<file path="config.mk">
export PLATFORM = sky130hd
export DESIGN_NAME = first_fit_grid_placer_flat
export DESIGN_NICKNAME = d
export VERILOG_FILES = /design/src/design/ffgp_pkg.sv /design/src/design/ffgp_rect_if.sv /design/src/design/ffgp_place_if.sv /design/src/design/first_fit_grid_placer.sv /design/src/flat_wrapper.sv
export SDC_FILE = /design/constraint.sdc
export NUM_CORES = 1
export LEC_CHECK = 0
export ABC_AREA = 0
export BUFFER_PORTS_ARGS = -buffer_cell sky130_fd_sc_hd__clkbuf_2
export CORE_MARGIN = 2
export CORE_UTILIZATION = 55
export DETAILED_ROUTE_END_ITERATION = 6
export MAX_ROUTING_LAYER = met4
export PLACE_DENSITY = 0.69
export SYNTH_ARGS = -nofsm -noshare
export SYNTH_HDL_FRONTEND = slang
export SYNTH_SLANG_ARGS = --single-unit
</file>
<file path="constraint.sdc">
create_clock -name clk -period 8.7 [get_ports clk]
set_clock_uncertainty 0.15 [all_clocks]
set_input_delay 0.87 -clock clk [delete_from_list [all_inputs] [get_ports clk]]
set_output_delay 0.87 -clock clk [all_outputs]
set_load 0.1 [all_outputs]
</file>
<file path="src/design/ffgp_pkg.sv">
// Shared constants and types for the first-fit grid placer.
// No dependencies; compile before the interfaces and the top level.
package ffgp_pkg;

  // Field widths of the rectangle and placement beats.
  localparam int DIM_W   = 5;
  localparam int COORD_W = 4;

  typedef logic [DIM_W-1:0]   dim_t;
  typedef logic [COORD_W-1:0] coord_t;

  // Default grid storage size.
  localparam int DEFAULT_MAX_COLUMNS = 16;
  localparam int DEFAULT_MAX_ROWS    = 16;

  // Width for internal row/column counters and compares (holds 64 + 31).
  localparam int CMP_W = 8;

  // Configuration register map.
  localparam int REG_IDX_W = 1;
  typedef logic [REG_IDX_W-1:0] reg_idx_t;
  localparam reg_idx_t REG_GRID_WIDTH  = 1'd0;
  localparam reg_idx_t REG_GRID_HEIGHT = 1'd1;

  localparam dim_t GRID_RESET = 5'd8;

endpackage

</file>
<file path="src/design/ffgp_rect_if.sv">
// Rectangle request channel: valid/ready with clear flag and size.
// Depends on ffgp_pkg for field types.
interface ffgp_rect_if;
  logic            valid;
  logic            ready;
  logic            clear_first;
  ffgp_pkg::dim_t  rect_width;
  ffgp_pkg::dim_t  rect_height;

  modport source (output valid, clear_first, rect_width, rect_height, input ready);
  modport sink   (input valid, clear_first, rect_width, rect_height, output ready);
endinterface

</file>
<file path="src/design/ffgp_place_if.sv">
// Placement result channel: valid/ready with placed flag and anchor.
// Depends on ffgp_pkg for field types.
interface ffgp_place_if;
  logic              valid;
  logic              ready;
  logic              placed;
  ffgp_pkg::coord_t  cell_x;
  ffgp_pkg::coord_t  cell_y;

  modport source (output valid, placed, cell_x, cell_y, input ready);
  modport sink   (input valid, placed, cell_x, cell_y, output ready);
endinterface

</file>
<file path="src/design/first_fit_grid_placer.sv">
// First-fit rectangle placer on an occupancy grid kept in a one-port-read RAM.
// Steps: accept, row scan (one RAM row per cycle), mark (read-modify-write per
// row), then result; zero-size, oversize and empty-grid cases skip scan and mark.
// One rectangle at a time: the next is accepted only once the result is loaded.
// Reset: rst (synchronous, active high) frees all cells via per-row valid bits,
// sets grid size to 8 x 8 and empties the result register; no clearing pass.
module first_fit_grid_placer #(
  parameter int MAX_COLUMNS = ffgp_pkg::DEFAULT_MAX_COLUMNS,
  parameter int MAX_ROWS    = ffgp_pkg::DEFAULT_MAX_ROWS
) (
  input  logic                clk,
  input  logic                rst,
  input  logic                cfg_we,
  input  ffgp_pkg::reg_idx_t  cfg_index,
  input  ffgp_pkg::dim_t      cfg_data,
  ffgp_rect_if.sink           rect_in,
  ffgp_place_if.source        place_out
);

  localparam int ROW_AW = (MAX_ROWS > 1) ? $clog2(MAX_ROWS) : 1;
  localparam int CW     = ffgp_pkg::CMP_W;
  localparam int DW     = ffgp_pkg::DIM_W;

  typedef logic [CW-1:0] cnt_t;

  localparam logic [1:0] S_IDLE = 2'd0;
  localparam logic [1:0] S_SCAN = 2'd1;
  localparam logic [1:0] S_MARK = 2'd2;
  localparam logic [1:0] S_DONE = 2'd3;

  localparam logic [DW-1:0] RUN_MAX = {DW{1'b1}};

  // ---------------------------------------------------------------------------
  // Configuration registers
  // ---------------------------------------------------------------------------
  ffgp_pkg::dim_t grid_width;
  ffgp_pkg::dim_t grid_height;

  always_ff @(posedge clk) begin
    if (rst) begin
      grid_width  <= ffgp_pkg::GRID_RESET;
      grid_height <= ffgp_pkg::GRID_RESET;
    end else if (cfg_we) begin
      case (cfg_index)
        ffgp_pkg::REG_GRID_WIDTH:  grid_width  <= cfg_data;
        ffgp_pkg::REG_GRID_HEIGHT: grid_height <= cfg_data;
        default: ;
      endcase
    end
  end

  // Clamp the configured grid to what the storage holds.
  cnt_t gw_sat;
  cnt_t gh_sat;
  assign gw_sat = (CW'(grid_width) > CW'(MAX_COLUMNS)) ? CW'(MAX_COLUMNS) : CW'(grid_width);
  assign gh_sat = (CW'(grid_height) > CW'(MAX_ROWS)) ? CW'(MAX_ROWS) : CW'(grid_height);

  // ---------------------------------------------------------------------------
  // Occupancy RAM: one row of MAX_COLUMNS bits per entry, registered read.
  // Each row has a valid bit; an invalid row reads as all free, so reset and
  // clear_first free the whole grid with no clearing pass.
  // ---------------------------------------------------------------------------
  logic [MAX_COLUMNS-1:0] mem [MAX_ROWS];
  logic [MAX_ROWS-1:0]    row_vld;

  logic                   mem_re;
  logic [ROW_AW-1:0]      mem_raddr;
  logic [MAX_COLUMNS-1:0] mem_rdata;
  logic                   mem_rvld;
  logic [MAX_COLUMNS-1:0] rdata_eff;

  logic                   mem_we;
  logic [ROW_AW-1:0]      mem_waddr;
  logic [MAX_COLUMNS-1:0] mem_wdata;

  always_ff @(posedge clk) begin
    if (mem_re) begin
      mem_rdata <= mem[mem_raddr];
      mem_rvld  <= row_vld[mem_raddr];
    end
  end

  always_ff @(posedge clk) begin
    if (mem_we) begin
      mem[mem_waddr] <= mem_wdata;
    end
  end

  assign rdata_eff = mem_rvld ? mem_rdata : '0;

  // ---------------------------------------------------------------------------
  // Control and working registers
  // ---------------------------------------------------------------------------
  logic [1:0] state;
  cnt_t       gw_q;
  cnt_t       gh_q;
  cnt_t       w_q;
  cnt_t       h_q;
  cnt_t       rd_row;    // next row to fetch during the scan
  logic       rd_pend;   // a scan row returns this cycle
  cnt_t       rq_row;    // index of the returning scan row
  cnt_t       x_q;
  cnt_t       y_q;
  logic       res_placed;
  cnt_t       mk_row;    // next row to fetch for marking
  cnt_t       mk_left;   // mark rows still to fetch
  logic       wr_pend;   // a mark row returns and is written back this cycle
  cnt_t       wr_row;

  // Vertical free-run length per column, ending at the returning row.
  logic [DW-1:0] run      [MAX_COLUMNS];
  logic [DW-1:0] run_next [MAX_COLUMNS];

  logic                   out_valid;
  logic                   out_placed;
  ffgp_pkg::coord_t       out_x;
  ffgp_pkg::coord_t       out_y;

  logic                   accept;
  logic                   scan_re;
  logic                   mark_re;
  logic                   hit;
  logic                   any_fit;
  cnt_t                   hit_x;
  logic [MAX_COLUMNS-1:0] col_ok;
  logic [MAX_COLUMNS-1:0] fit;
  logic [MAX_COLUMNS-1:0] place_mask;
  logic                   out_free;
  cnt_t                   anchor_y;

  assign rect_in.ready = (state == S_IDLE);
  assign accept        = rect_in.valid && rect_in.ready;
  assign out_free      = !out_valid || place_out.ready;

  // Column c can hold an anchor row rq_row-h+1 if h free rows end here.
  always_comb begin
    for (int c = 0; c < MAX_COLUMNS; c++) begin
      if (rdata_eff[c]) begin
        run_next[c] = '0;
      end else if (run[c] == RUN_MAX) begin
        run_next[c] = RUN_MAX;
      end else begin
        run_next[c] = run[c] + 1'b1;
      end
      col_ok[c] = (CW'(run_next[c]) >= h_q);
    end
  end

  // Horizontal window check at every column, then take the lowest anchor.
  always_comb begin
    for (int x = 0; x < MAX_COLUMNS; x++) begin
      fit[x] = ((CW'(x) + w_q) <= gw_q);
      for (int i = 0; i < MAX_COLUMNS; i++) begin
        if ((i >= x) && (CW'(i) < CW'(x) + w_q) && !col_ok[i]) begin
          fit[x] = 1'b0;
        end
      end
    end
    any_fit = 1'b0;
    hit_x   = '0;
    for (int x = MAX_COLUMNS - 1; x >= 0; x--) begin
      if (fit[x]) begin
        any_fit = 1'b1;
        hit_x   = CW'(x);
      end
    end
  end

  assign hit      = (state == S_SCAN) && rd_pend && ((rq_row + 1'b1) >= h_q) && any_fit;
  assign anchor_y = rq_row + 1'b1 - h_q;

  // RAM port steering: scan fetches stop once a fit is found.
  assign scan_re   = (state == S_SCAN) && (rd_row < gh_q) && !hit;
  assign mark_re   = (state == S_MARK) && (mk_left != '0);
  assign mem_re    = scan_re || mark_re;
  assign mem_raddr = mark_re ? mk_row[ROW_AW-1:0] : rd_row[ROW_AW-1:0];

  always_comb begin
    for (int i = 0; i < MAX_COLUMNS; i++) begin
      place_mask[i] = (CW'(i) >= x_q) && (CW'(i) < x_q + w_q);
    end
  end

  assign mem_we    = wr_pend;
  assign mem_waddr = wr_row[ROW_AW-1:0];
  assign mem_wdata = rdata_eff | place_mask;

  // Run counters restart with every rectangle.
  always_ff @(posedge clk) begin
    if (accept) begin
      for (int c = 0; c < MAX_COLUMNS; c++) begin
        run[c] <= '0;
      end
    end else if ((state == S_SCAN) && rd_pend) begin
      for (int c = 0; c < MAX_COLUMNS; c++) begin
        run[c] <= run_next[c];
      end
    end
  end

  // Payload registers: latched at accept or on the way, no reset needed.
  always_ff @(posedge clk) begin
    if (accept) begin
      gw_q <= gw_sat;
      gh_q <= gh_sat;
      w_q  <= CW'(rect_in.rect_width);
      h_q  <= CW'(rect_in.rect_height);
      x_q  <= '0;
      y_q  <= '0;
    end else if (hit) begin
      x_q <= hit_x;
      y_q <= anchor_y;
    end
    if (scan_re) begin
      rq_row <= rd_row;
    end
    if (mark_re) begin
      wr_row <= mk_row;
    end
    if ((state == S_DONE) && out_free) begin
      out_placed <= res_placed;
      out_x      <= x_q[ffgp_pkg::COORD_W-1:0];
      out_y      <= y_q[ffgp_pkg::COORD_W-1:0];
    end
  end

  // Result valid: load from the done state, drop once the beat is taken.
  always_ff @(posedge clk) begin
    if (rst) begin
      out_valid <= 1'b0;
    end else if ((state == S_DONE) && out_free) begin
      out_valid <= 1'b1;
    end else if (place_out.ready) begin
      out_valid <= 1'b0;
    end
  end

  always_ff @(posedge clk) begin
    if (rst) begin
      state      <= S_IDLE;
      row_vld    <= '0;
      rd_row     <= '0;
      rd_pend    <= 1'b0;
      mk_row     <= '0;
      mk_left    <= '0;
      wr_pend    <= 1'b0;
      res_placed <= 1'b0;
    end else begin
      if (mem_we) begin
        row_vld[mem_waddr] <= 1'b1;
      end

      case (state)
        S_IDLE: begin
          if (accept) begin
            // Drop all occupancy at the start of a new packing run.
            if (rect_in.clear_first) begin
              row_vld <= '0;
            end
            rd_row  <= '0;
            rd_pend <= 1'b0;
            wr_pend <= 1'b0;
            if ((gw_sat == '0) || (gh_sat == '0)) begin
              res_placed <= 1'b0;
              state      <= S_DONE;
            end else if ((rect_in.rect_width == '0) || (rect_in.rect_height == '0)) begin
              // Empty rectangle sits at the origin and marks nothing.
              res_placed <= 1'b1;
              state      <= S_DONE;
            end else if ((CW'(rect_in.rect_width) > gw_sat) ||
                         (CW'(rect_in.rect_height) > gh_sat)) begin
              res_placed <= 1'b0;
              state      <= S_DONE;
            end else begin
              state <= S_SCAN;
            end
          end
        end

        S_SCAN: begin
          if (scan_re) begin
            rd_row <= rd_row + 1'b1;
          end
          // No fetch goes out on a hit, so this also clears the pending flag.
          rd_pend <= scan_re;
          if (hit) begin
            // Mark the h rows from the anchor row down.
            mk_row  <= anchor_y;
            mk_left <= h_q;
            state   <= S_MARK;
          end else if (rd_pend && (rq_row == gh_q - 1'b1)) begin
            // Last row seen without a fit.
            res_placed <= 1'b0;
            state      <= S_DONE;
          end
        end

        S_MARK: begin
          if (mark_re) begin
            mk_row  <= mk_row + 1'b1;
            mk_left <= mk_left - 1'b1;
          end
          wr_pend <= mark_re;
          if (wr_pend && !mark_re) begin
            res_placed <= 1'b1;
            state      <= S_DONE;
          end
        end

        S_DONE: begin
          // Hold the result until the output register is free.
          if (out_free) begin
            state <= S_IDLE;
          end
        end

        default: begin
          state <= S_IDLE;
        end
      endcase
    end
  end

  assign place_out.valid  = out_valid;
  assign place_out.placed = out_placed;
  assign place_out.cell_x = out_x;
  assign place_out.cell_y = out_y;

endmodule

</file>
<file path="src/flat_wrapper.sv">
// flat-port wrapper written by rule: the top's interface ports become plain ports
module first_fit_grid_placer_flat 
#(
  parameter int MAX_COLUMNS = ffgp_pkg::DEFAULT_MAX_COLUMNS,
  parameter int MAX_ROWS    = ffgp_pkg::DEFAULT_MAX_ROWS
)
  (clk, rst, cfg_we, cfg_index, cfg_data, rect_in_valid, rect_in_clear_first, rect_in_rect_width, rect_in_rect_height, rect_in_ready, place_out_valid, place_out_placed, place_out_cell_x, place_out_cell_y, place_out_ready);
  ffgp_rect_if rect_in_i ();
  ffgp_place_if place_out_i ();
  input  logic clk;
  input  logic rst;
  input  logic cfg_we;
  input  ffgp_pkg::reg_idx_t cfg_index;
  input  ffgp_pkg::dim_t cfg_data;
  input wire logic [$bits(rect_in_i.valid)-1:0] rect_in_valid;
  input wire logic [$bits(rect_in_i.clear_first)-1:0] rect_in_clear_first;
  input wire logic [$bits(rect_in_i.rect_width)-1:0] rect_in_rect_width;
  input wire logic [$bits(rect_in_i.rect_height)-1:0] rect_in_rect_height;
  output wire logic [$bits(rect_in_i.ready)-1:0] rect_in_ready;
  output wire logic [$bits(place_out_i.valid)-1:0] place_out_valid;
  output wire logic [$bits(place_out_i.placed)-1:0] place_out_placed;
  output wire logic [$bits(place_out_i.cell_x)-1:0] place_out_cell_x;
  output wire logic [$bits(place_out_i.cell_y)-1:0] place_out_cell_y;
  input wire logic [$bits(place_out_i.ready)-1:0] place_out_ready;
  assign rect_in_i.valid = rect_in_valid;
  assign rect_in_i.clear_first = rect_in_clear_first;
  assign rect_in_i.rect_width = rect_in_rect_width;
  assign rect_in_i.rect_height = rect_in_rect_height;
  assign rect_in_ready = rect_in_i.ready;
  assign place_out_valid = place_out_i.valid;
  assign place_out_placed = place_out_i.placed;
  assign place_out_cell_x = place_out_i.cell_x;
  assign place_out_cell_y = place_out_i.cell_y;
  assign place_out_i.ready = place_out_ready;
  first_fit_grid_placer #(.MAX_COLUMNS(MAX_COLUMNS), .MAX_ROWS(MAX_ROWS)) u_core (.clk(clk), .rst(rst), .cfg_we(cfg_we), .cfg_index(cfg_index), .cfg_data(cfg_data), .rect_in(rect_in_i), .place_out(place_out_i));
endmodule
</file>
==> results of run 1 <==
==> state kept, by name, indices dropped and copies added, names as in the netlist, 5 cells and up <==
register,cells
u_core.mem,256
u_core.run,80
u_core.mem_rdata,16
u_core.row_vld,16
u_core.mk_left,8
u_core.rd_row,8
u_core.rq_row,8
u_core.gh_q,5
u_core.grid_height,5
u_core.grid_width,5
u_core.gw_q,5
u_core.h_q,5
u_core.w_q,5
==> kinds of logic (layout without fill, tap and decap cells) <==
group / after synthesis / after routing / synth area share (%)
xor gates and xnor gates: 66 / 66 / 2.33
and+or+nand+nor: 642 / 642 / 12.6
buffers and inverters: 186 / 260 / 2.87
DFF: 454 / 454 / 51.1
AOI/OAI and AO/OA: 568 / 568 / 14.7
adders and majority gates: 200 / 200 / 9.88
muxes: 81 / 81 / 6.53
==> worst max-delay path, stage by stage (launching register included) <==
cell	delay, ps
edfxtp_1	390
ha_1	220
nand4_1	190
a21oi_1	300
ha_1	270
o211ai_1	150
o21ai_0	180
a21oi_1	1040
nor2_1	370
a21boi_0	500
o32a_1	270
nor4b_2	420
a41o_1	460
nand2_1	190
o21ai_2	860
==> per-stage QoR <==
stage,utilization [%],std cells
after floorplan,-,2197
after global placement,58.2,2783
after detailed placement,58.2,2783
after CTS,61.6,2871
after global routing,61.6,2871
final,61.6,2871
==> power by group through the flow <==
stage,clock (mW),combinational [mW],sequential [mW]
5_1_grt,2.14,4.40,3.15
3_3_place_gp,0,3.89,3.14
6_report,2.03,4.03,3.12
4_1_cts,2.06,3.98,3.12
3_5_place_dp,0,3.95,3.16
2_1_floorplan,0,2.74,3.12
==> cell type report <==
cell class | count | area share (%)
clock inverters | 23 | 0.913
flip-flops and latches | 454 | 46.4
well taps | 600 | 2.67
clock buffers | 65 | 4.68
multi-input cells | 1557 | 42.2
repair buffers | 80 | 1.85
inverters | 92 | 1.24
==> layout by cell type, fill, tap and decap left out, drive strengths merged, types with 39 or more instances in the layout <==
cell type,instances
a31oi,62
xnor2,40
a21oi,157
nor2,121
nand2,196
o21ai,89
ha,195
nor3,39
dfxtp,60
a211oi,50
and2,58
clkbuf,97
nand3,57
edfxtp,394
buf,48
inv,96
mux4,68
==> worst max-delay path by stage <==
stage,slack [ps],cells past startpoint,from,to
global placement,2480,14,u_core.run[1][20],u_core.mem_rdata[6]
finish,2330,14,u_core.run[1][20],u_core.mem_rdata[13]
floorplan,3170,16,u_core.w_q[2],u_core.mem_rdata[0]
CTS,2460,14,u_core.run[1][20],u_core.mem_rvld
detailed placement,2470,14,u_core.run[1][20],u_core.mem_rdata[7]
global route,2030,13,u_core.w_q[0],u_core.mem_rvld
==> layer usage <==
metal / share of wire [%] / global-route usage, % / vias to the layer above
li1: - / - / 8523
met3: 6.7 / 3.92 / 160
met1: 41 / 40.2 / 9281
met4: 3.4 / 10.7 / 0
met2: 49 / 51.4 / 822
met5: 0 / - / -
==> impl_metrics.tcl, run 1 <==
set metrics [dict create \
    diodes 0 \
    internal_power_mw 5.46 \
    r2r_start "u_core.run[1][20]" \
    synthCells 2197 \
    synth_warnings 0 \
    syn_area_mm2 0.0255 \
    drt_wl_total_mm 71.6 \
    hp-class "flop to flop" \
    seq_area_frac_synth_pct 51.1 \
    drive_gt1_share_pct 12.6 \
    critPathKind "flop to flop" \
    cts-hold-fix-buffers 0 \
    fillers 3553 \
    status "finished, final reports clean" \
    reg2reg_to "u_core.mem_rdata[13]" \
    fmax_ghz 0.157 \
    cp_data_arrival_time_ps 6420 \
    p_leak_nw 10.4 \
    synthDominantCellAreaShare_pct 46.4 \
    cts.sinks 454 \
    synth.largest_area_cell "edfxtp_1" \
    ctsRootBufferMaster "clkbuf_16" \
    nets 2452 \
    hold_viol_final 0 \
    start_util_pct 55.9 \
    io_pins 33 \
    clock_power_share_pct 22.1 \
    ff2ff_path_depth 14 \
    ys_seq_elements 454 \
    p_sw_mw 3.72 \
    drt_iter0_markers 1847 \
    combPwrFrac_pct 43.9 \
    cts_resized 0 \
    num_rows 78 \
    tightestPinTransition_ps 1340 \
    drt_first_pass_iters 6 \
    start_kind "flop" \
    synth_cell_types 89 \
    maxCapViolCount 0 \
    fin_crit_ps 6370 \
    synth_edf_count 394 \
    hpwl_mm 48.5 \
    avgSynthCellArea_um2 11.6 \
    p_sw_share_pct 40.5 \
    routedWlPerCell_um 25.0 \
    hold_ws_ps 287 \
    fin_crit_sh_pct 73.2 \
    min_to "u_core.place_out.cell_y[3]" \
    cts_setup_buffers 0 \
    gr-total-overflow 0 \
    via_per_inst 6.54 \
    power.total_mw 9.18 \
    crit_path_end_kind "flop" \
    track_usage_pct 31.2 \
    worstHoldPathCells 0 \
    ff2ff_setup_slack_ps 2330 \
    setup_viol 0 \
    ys.flop_type "edfxtp_1" \
    power_density_mw_per_mm2 327 \
    design_area_mm2 0.0281 \
    gp_congestion 0.977 \
    postPlaceCellArea_mm2 0.0265 \
    grt_pass1_wl_mm 110 \
    vias 18786 \
    fin_setup_tns_ps 0 \
    numCtsBuffers 47 \
    tritoncts "built" \
    die_x_um 219 \
    ant_nets 0 \
    core-area_mm2 0.0456 \
    clk_pin_slew_worst_paths_ps 60 \
    worst_slack_ps 2330 \
    seqCellArea_mm2 0.0130 \
    synth_nets 2417 \
    crit_required_ps 8740 \
    synth_area_leaders "edfxtp_1, ha_1, mux4_2" \
    synth_most_common_cell "edfxtp_1" \
    hp-start "u_core.y_q[3]" \
    synth_commonest_cells "edfxtp_1, ha_1, nand2_1" \
    slew_violations 0 \
    h-tree-depth 2 \
    portBuffers 32 \
    cp_max_fo 17 \
    antenna_found_initial 0 \
    p_seq_share_pct 34.0 \
    grt_pass1_vias 18658 \
    multi_input_area_mm2 0.0119 \
    dieArea_mm2 0.0481 \
    clock_path_buffers 3 \
    ir_worst_vdd_v 0.000267 \
    grt_max_degree 81 \
    slew_headroom_pct 9.98 \
    clk_latency_ps 600 \
    rsz0062_at_grt "false" \
    fp.dieH_um 219 \
    ys_async_sr_fraction_pct 0 \
    drc_errors 0 \
    syn_to_final_growth_pct 10.1 \
    dpl_worst_slack_ps 2470 \
]
No activity file was read; power rests on OpenSTA's default activity.
==> run 2, diff against run 1 <==
--- a/config.mk
+++ b/config.mk
@@ -11,7 +11,7 @@
 export CORE_UTILIZATION = 55
 export DETAILED_ROUTE_END_ITERATION = 6
 export MAX_ROUTING_LAYER = met4
-export PLACE_DENSITY = 0.69
+export PLACE_DENSITY = 0.72
 export SYNTH_ARGS = -nofsm -noshare
 export SYNTH_HDL_FRONTEND = slang
 export SYNTH_SLANG_ARGS = --single-unit
==> constraint.sdc (replaced) <==
create_clock -name clk -period 5.39 [get_ports clk]
set_clock_uncertainty 0.15 [all_clocks]
set_input_delay 0.539 -clock clk [delete_from_list [all_inputs] [get_ports clk]]
set_output_delay 0.539 -clock clk [all_outputs]
set_load 0.1 [all_outputs]
==> impl_metrics.tcl, run 2 (same netlist as run 1, synthesis figures left out) <==
set metrics [dict create \
    postPlaceCellArea_mm2 0.0271 \
    slowest_delay_ps 650 \
    largest_register "u_core.mem" \
    largestRegisters "u_core.mem: 256 flops, u_core.run: 80 flops" \
    grt_max_degree 59 \
    drive_gt1_share_pct 15.3 \
    critPathKind "flop to flop" \
    hpwl_mm 51.5 \
    clk_pin_slew_worst_paths_ps 60 \
    path_depth 16 \
    instances_no_fill 2938 \
    dieArea_mm2 0.0481 \
    drt_first_pass_iters 5 \
    fmax_ghz 0.195 \
    numCtsBuffers 48 \
    fin_crit_ps 5130 \
    clock_path_buffers 3 \
    slew_headroom_pct 10.4 \
    cts.sinks 454 \
    crit_top_cell "nand2_1" \
    hold_ws_ps 33.4 \
    gp_congestion 1.00 \
    combPwrFrac_pct 44.9 \
    ir_worst_vdd_v 0.000532 \
    design_area_mm2 0.0287 \
    tightestPinTransition_ps 1340 \
    p_seq_share_pct 32.9 \
    syn_to_final_growth_pct 12.6 \
    via_per_inst 6.52 \
    tritoncts "built" \
    hp-class "input port to flop" \
    crit_chain "ha_1 > nand4_1 > nand2_1 > nand2_1 > ha_1 > nor3b_1 > o21ai_2 > a2111oi_1 > o22ai_1 > a21boi_0 > nand3_1 > nor4b_2 > a41o_1 > nand2_1 > o21ai_2 > buf_12" \
    cp_data_arrival_time_ps 5250 \
    ctsRootBufferMaster "clkbuf_16" \
    maxCapViolCount 0 \
    largest_reg_flops 256 \
    grt_pass1_vias 18758 \
    rsz0062_at_grt "false" \
    clock_power_share_pct 22.3 \
    h-tree-depth 2 \
    die_x_um 219 \
    start_kind "flop" \
    start_util_pct 55.9 \
    fin_setup_tns_ps 0 \
    core-area_mm2 0.0456 \
    ff2ff_path_depth 16 \
    critical-path-top-delay-family "compound AO/OA/AOI/OAI gates" \
    dpl_worst_slack_ps 247 \
    ant_nets 0 \
    crit_required_ps 5510 \
    portBuffers 32 \
    num_rows 78 \
    crit_path_end_kind "flop" \
    nets 2518 \
    power_density_mw_per_mm2 533 \
    routedWlPerCell_um 25.1 \
    worst_slack_ps 262 \
    antenna_found_initial 0 \
    internal_power_mw 9.19 \
    worstHoldPathCells 1 \
    diodes 0 \
    fp.dieH_um 219 \
    p_sw_mw 6.12 \
    cts_resized 0 \
    final_cell_mix "edfxtp_1, nand2_1, ha_1" \
    dp.cells 2848 \
    fin_crit_sh_pct 95.1 \
    p_sw_share_pct 40.0 \
    cts_setup_buffers 0 \
    gr-total-overflow 0 \
    clk_latency_ps 620 \
    io_pins 33 \
    grt_pass1_wl_mm 112 \
    slew_violations 0 \
    drt_wl_total_mm 73.6 \
    p_leak_nw 10.7 \
    layout_commonest_cell "edfxtp_1" \
    setup_viol 0 \
    vias 19162 \
    path_buf_inv 1 \
    crit_slowest_cell "a2111oi_1" \
    track_usage_pct 31.9 \
    hold_viol_final 0 \
    drt_iter0_markers 2046 \
    cp_max_fo 17 \
    cts-hold-fix-buffers 0 \
    drc_errors 0 \
    status "finished, final reports clean" \
]
run 2: worst reg2reg max path: stages (launching register included):
cell and delay, ps:
edfxtp_1 370, ha_1 230, nand4_1 210, nand2_1 120, nand2_1 100, ha_1 310, nor3b_1 350, o21ai_2 230
a2111oi_1 660, o22ai_1 240, a21boi_0 320, nand3_1 130, nor4b_2 360, a41o_1 370, nand2_1 170, o21ai_2 250
buf_12 200
run 2: path summary, 6_finish.rpt:
check | start | to | slack, ps
setup reg to reg | u_core.run[1][30] | u_core.mem_rdata[11] | 260
hold / removal | rect_in_rect_height[0] | u_core.h_q[0] | 30
setup / recovery | u_core.run[1][30] | u_core.mem_rdata[11] | 260
hold reg to reg | u_core.y_q[2] | u_core.place_out.cell_y[2] | 290
run 2: stage by stage:
step / utilization, % / power, mW
floorplan: - / 9.45
global placement: 59.4 / 11.7
detailed placement: 59.4 / 11.8
CTS: 63.0 / 15.2
global route: 63.0 / 16.1
finish: 63.0 / 15.3
run 2: area by class of cell:
class | instances | area (um2)
multi-input cells | 1557 | 11900
repair buffers | 145 | 1070
well taps | 600 | 751
clock inverters | 27 | 343
fillers | 3517 | 16900
flip-flops and latches | 454 | 13000
clock buffers | 63 | 1310
inverters | 92 | 348
run 2: layer usage:
layer	global-route usage, %	vias up	wire length [um]
met5	-	-	0
met4	12.1	0	2940
met3	3.23	182	4870
met2	51.0	858	35100
met1	42.4	9467	30700
li1	-	8655	-
run 2: power by group through the flow:
| stage | Combinational [mW] | Clock, mW | Sequential [mW] |
|---|---|---|---|
| 6_report | 6.87 | 3.41 | 5.03 |
| 5_1_grt | 7.46 | 3.59 | 5.08 |
| 4_1_cts | 6.76 | 3.46 | 5.02 |
| 3_5_place_dp | 6.72 | 0 | 5.09 |
| 3_3_place_gp | 6.61 | 0 | 5.07 |
| 2_1_floorplan | 4.42 | 0 | 5.03 |
==> run 3, diff against run 2 <==
--- a/config.mk
+++ b/config.mk
@@ -11,7 +11,7 @@
 export CORE_UTILIZATION = 55
 export DETAILED_ROUTE_END_ITERATION = 6
 export MAX_ROUTING_LAYER = met4
-export PLACE_DENSITY = 0.72
+export PLACE_DENSITY_LB_ADDON = 0.3
 export SYNTH_ARGS = -nofsm -noshare
 export SYNTH_HDL_FRONTEND = slang
 export SYNTH_SLANG_ARGS = --single-unit
==> impl_metrics.tcl, run 3 (same netlist as run 1, synthesis figures left out) <==
set metrics [dict create \
    rsz0062_at_grt "false" \
    seqCellArea_mm2 0.0130 \
    routedWlPerCell_um 25.1 \
    slew_headroom_pct 16.3 \
    largestRegisters "u_core.mem: 256 flops, u_core.run: 80 flops" \
    ctsRootBufferMaster "clkbuf_16" \
    core-area_mm2 0.0456 \
    final_util_pct 63.1 \
    start_kind "flop" \
    worst_slack_ps 252 \
    multi_input_area_mm2 0.0119 \
    grt_pass1_vias 19102 \
    fin_crit_sh_pct 95.3 \
    hpwl_mm 50.6 \
    slowest_delay_ps 550 \
    grt_pass1_wl_mm 113 \
    gp_congestion 1.02 \
    fp.dieH_um 219 \
    clk_latency_ps 590 \
    diodes 0 \
    h-tree-depth 2 \
    busiest_layer "met2" \
    hold_viol_final 0 \
    hold_ws_ps 26.5 \
    drc_errors 0 \
    largest_reg_flops 256 \
    layout_commonest_cell "edfxtp_1" \
    slew_violations 0 \
    dp.cells 2852 \
    via_per_inst 6.52 \
    fmax_ghz 0.195 \
    maxCapViolCount 0 \
    drt_wl_total_mm 73.7 \
    p_leak_nw 10.7 \
    syn_to_final_growth_pct 12.8 \
    crit_chain "buf_4 > and2_1 > a21oi_1 > ha_1 > a21oi_1 > o21ai_0 > a31o_2 > o32ai_1 > nor3_1 > and4_1 > a21oi_1 > a41o_1 > nand2_1 > buf_4 > o21ai_2 > buf_12" \
    start_util_pct 55.9 \
    met3_usage_pct 4.06 \
    gr-total-overflow 0 \
    fin_setup_tns_ps 0 \
    io_pins 33 \
    crit_required_ps 5520 \
    tritoncts "built" \
    drive_gt1_share_pct 15.3 \
    ir_worst_vdd_v 0.000407 \
    dieArea_mm2 0.0481 \
    hp-class "input port to flop" \
    dpl_worst_slack_ps 395 \
    status "finished, final reports clean" \
    numCtsBuffers 47 \
    critPathKind "flop to flop" \
    final_cell_mix "edfxtp_1, ha_1, nand2_1" \
    power_density_mw_per_mm2 530 \
    drt_first_pass_iters 7 \
    portBuffers 32 \
    num_rows 78 \
    die_x_um 219 \
    cp_data_arrival_time_ps 5270 \
    grt_max_degree 69 \
    tightestPinTransition_ps 1240 \
    fillers 3431 \
    crit_top_cell "a21oi_1" \
    cp_max_fo 21 \
    fin_crit_ps 5140 \
    use_met1_pct 41.1 \
    vias 19183 \
    largest_register "u_core.mem" \
    antenna_found_initial 0 \
    clk_pin_slew_worst_paths_ps 60 \
    nets 2523 \
    grt_util_met2_pct 52.6 \
    cts.sinks 454 \
    ant_nets 0 \
    crit_path_end_kind "flop" \
    drt_iter0_markers 1960 \
    setup_viol 0 \
    track_usage_pct 32.1 \
    crit_slowest_cell "edfxtp_1" \
    clock_path_buffers 3 \
    instances_no_fill 2940 \
]
run 3: changes by cell type in the layout (fill, tap and decap cells not counted), moves of 3 or more:
cell,previous run,this run
clkbuf_16,49,53
clkbuf_1,11,8
clkinv_1,3,6
buf_4,108,111
clkinv_2,9,3
run 3: area by class of cell:
class / count / area share (%)
inverter: 92 / 1.21
sequential: 454 / 45.3
clock buffer: 64 / 4.86
clock inverter: 22 / 0.827
tap: 600 / 2.61
multi-input combinational: 1557 / 41.2
timing repair buffer: 151 / 3.94
run 3: critical path: cells and delay by family (launching register included):
kind | cells | cell delay (ps)
compound gates | 8 | 2320
simple gates | 4 | 750
buf+inv | 3 | 700
flops | 1 | 550
fa+ha+maj | 1 | 320
run 3: per-stage QoR:
step | power [mW] | area [um2]
after floorplan | 9.45 | 25500
after global placement | 11.6 | 27100
after detailed placement | 11.8 | 27100
after CTS | 15.2 | 28800
after global routing | 16.0 | 28800
final | 15.2 | 28800
run 3: worst paths after layout:
check,start,end,slack [ps],depth (start not counted)
setup / recovery,u_core.mem_rvld,u_core.mem_rdata[6],250,16
hold / removal,rect_in_rect_width[3],u_core.w_q[3],30,1
setup reg to reg,u_core.mem_rvld,u_core.mem_rdata[6],250,16
hold reg to reg,u_core.res_placed,u_core.place_out.placed,280,0
run 3: power breakdown:
part	switching, mW	leakage [nW]	total [mW]	internal [mW]
sequential	0.352	4.09	5.04	4.69
clock	1.40	0.780	3.38	1.98
combinational	4.31	5.87	6.82	2.51
total	6.06	10.7	15.2	9.17
run 3: repair_timing:
action | in CTS | in global routing
endpoints found under the setup margin | 0 | 14
buffers inserted | 0 | 0
resized for setup | 0 | 3
hold endpoints to repair | 2 | 0
hold buffers | 2 | 0
run 3: routing by layer:
| metal | vias up | wire length (um) |
|---|---|---|
| li1 | 8659 | - |
| met4 | 0 | 2660 |
| met3 | 195 | 4940 |
| met5 | - | 0 |
| met1 | 9481 | 30000 |
| met2 | 848 | 36000 |
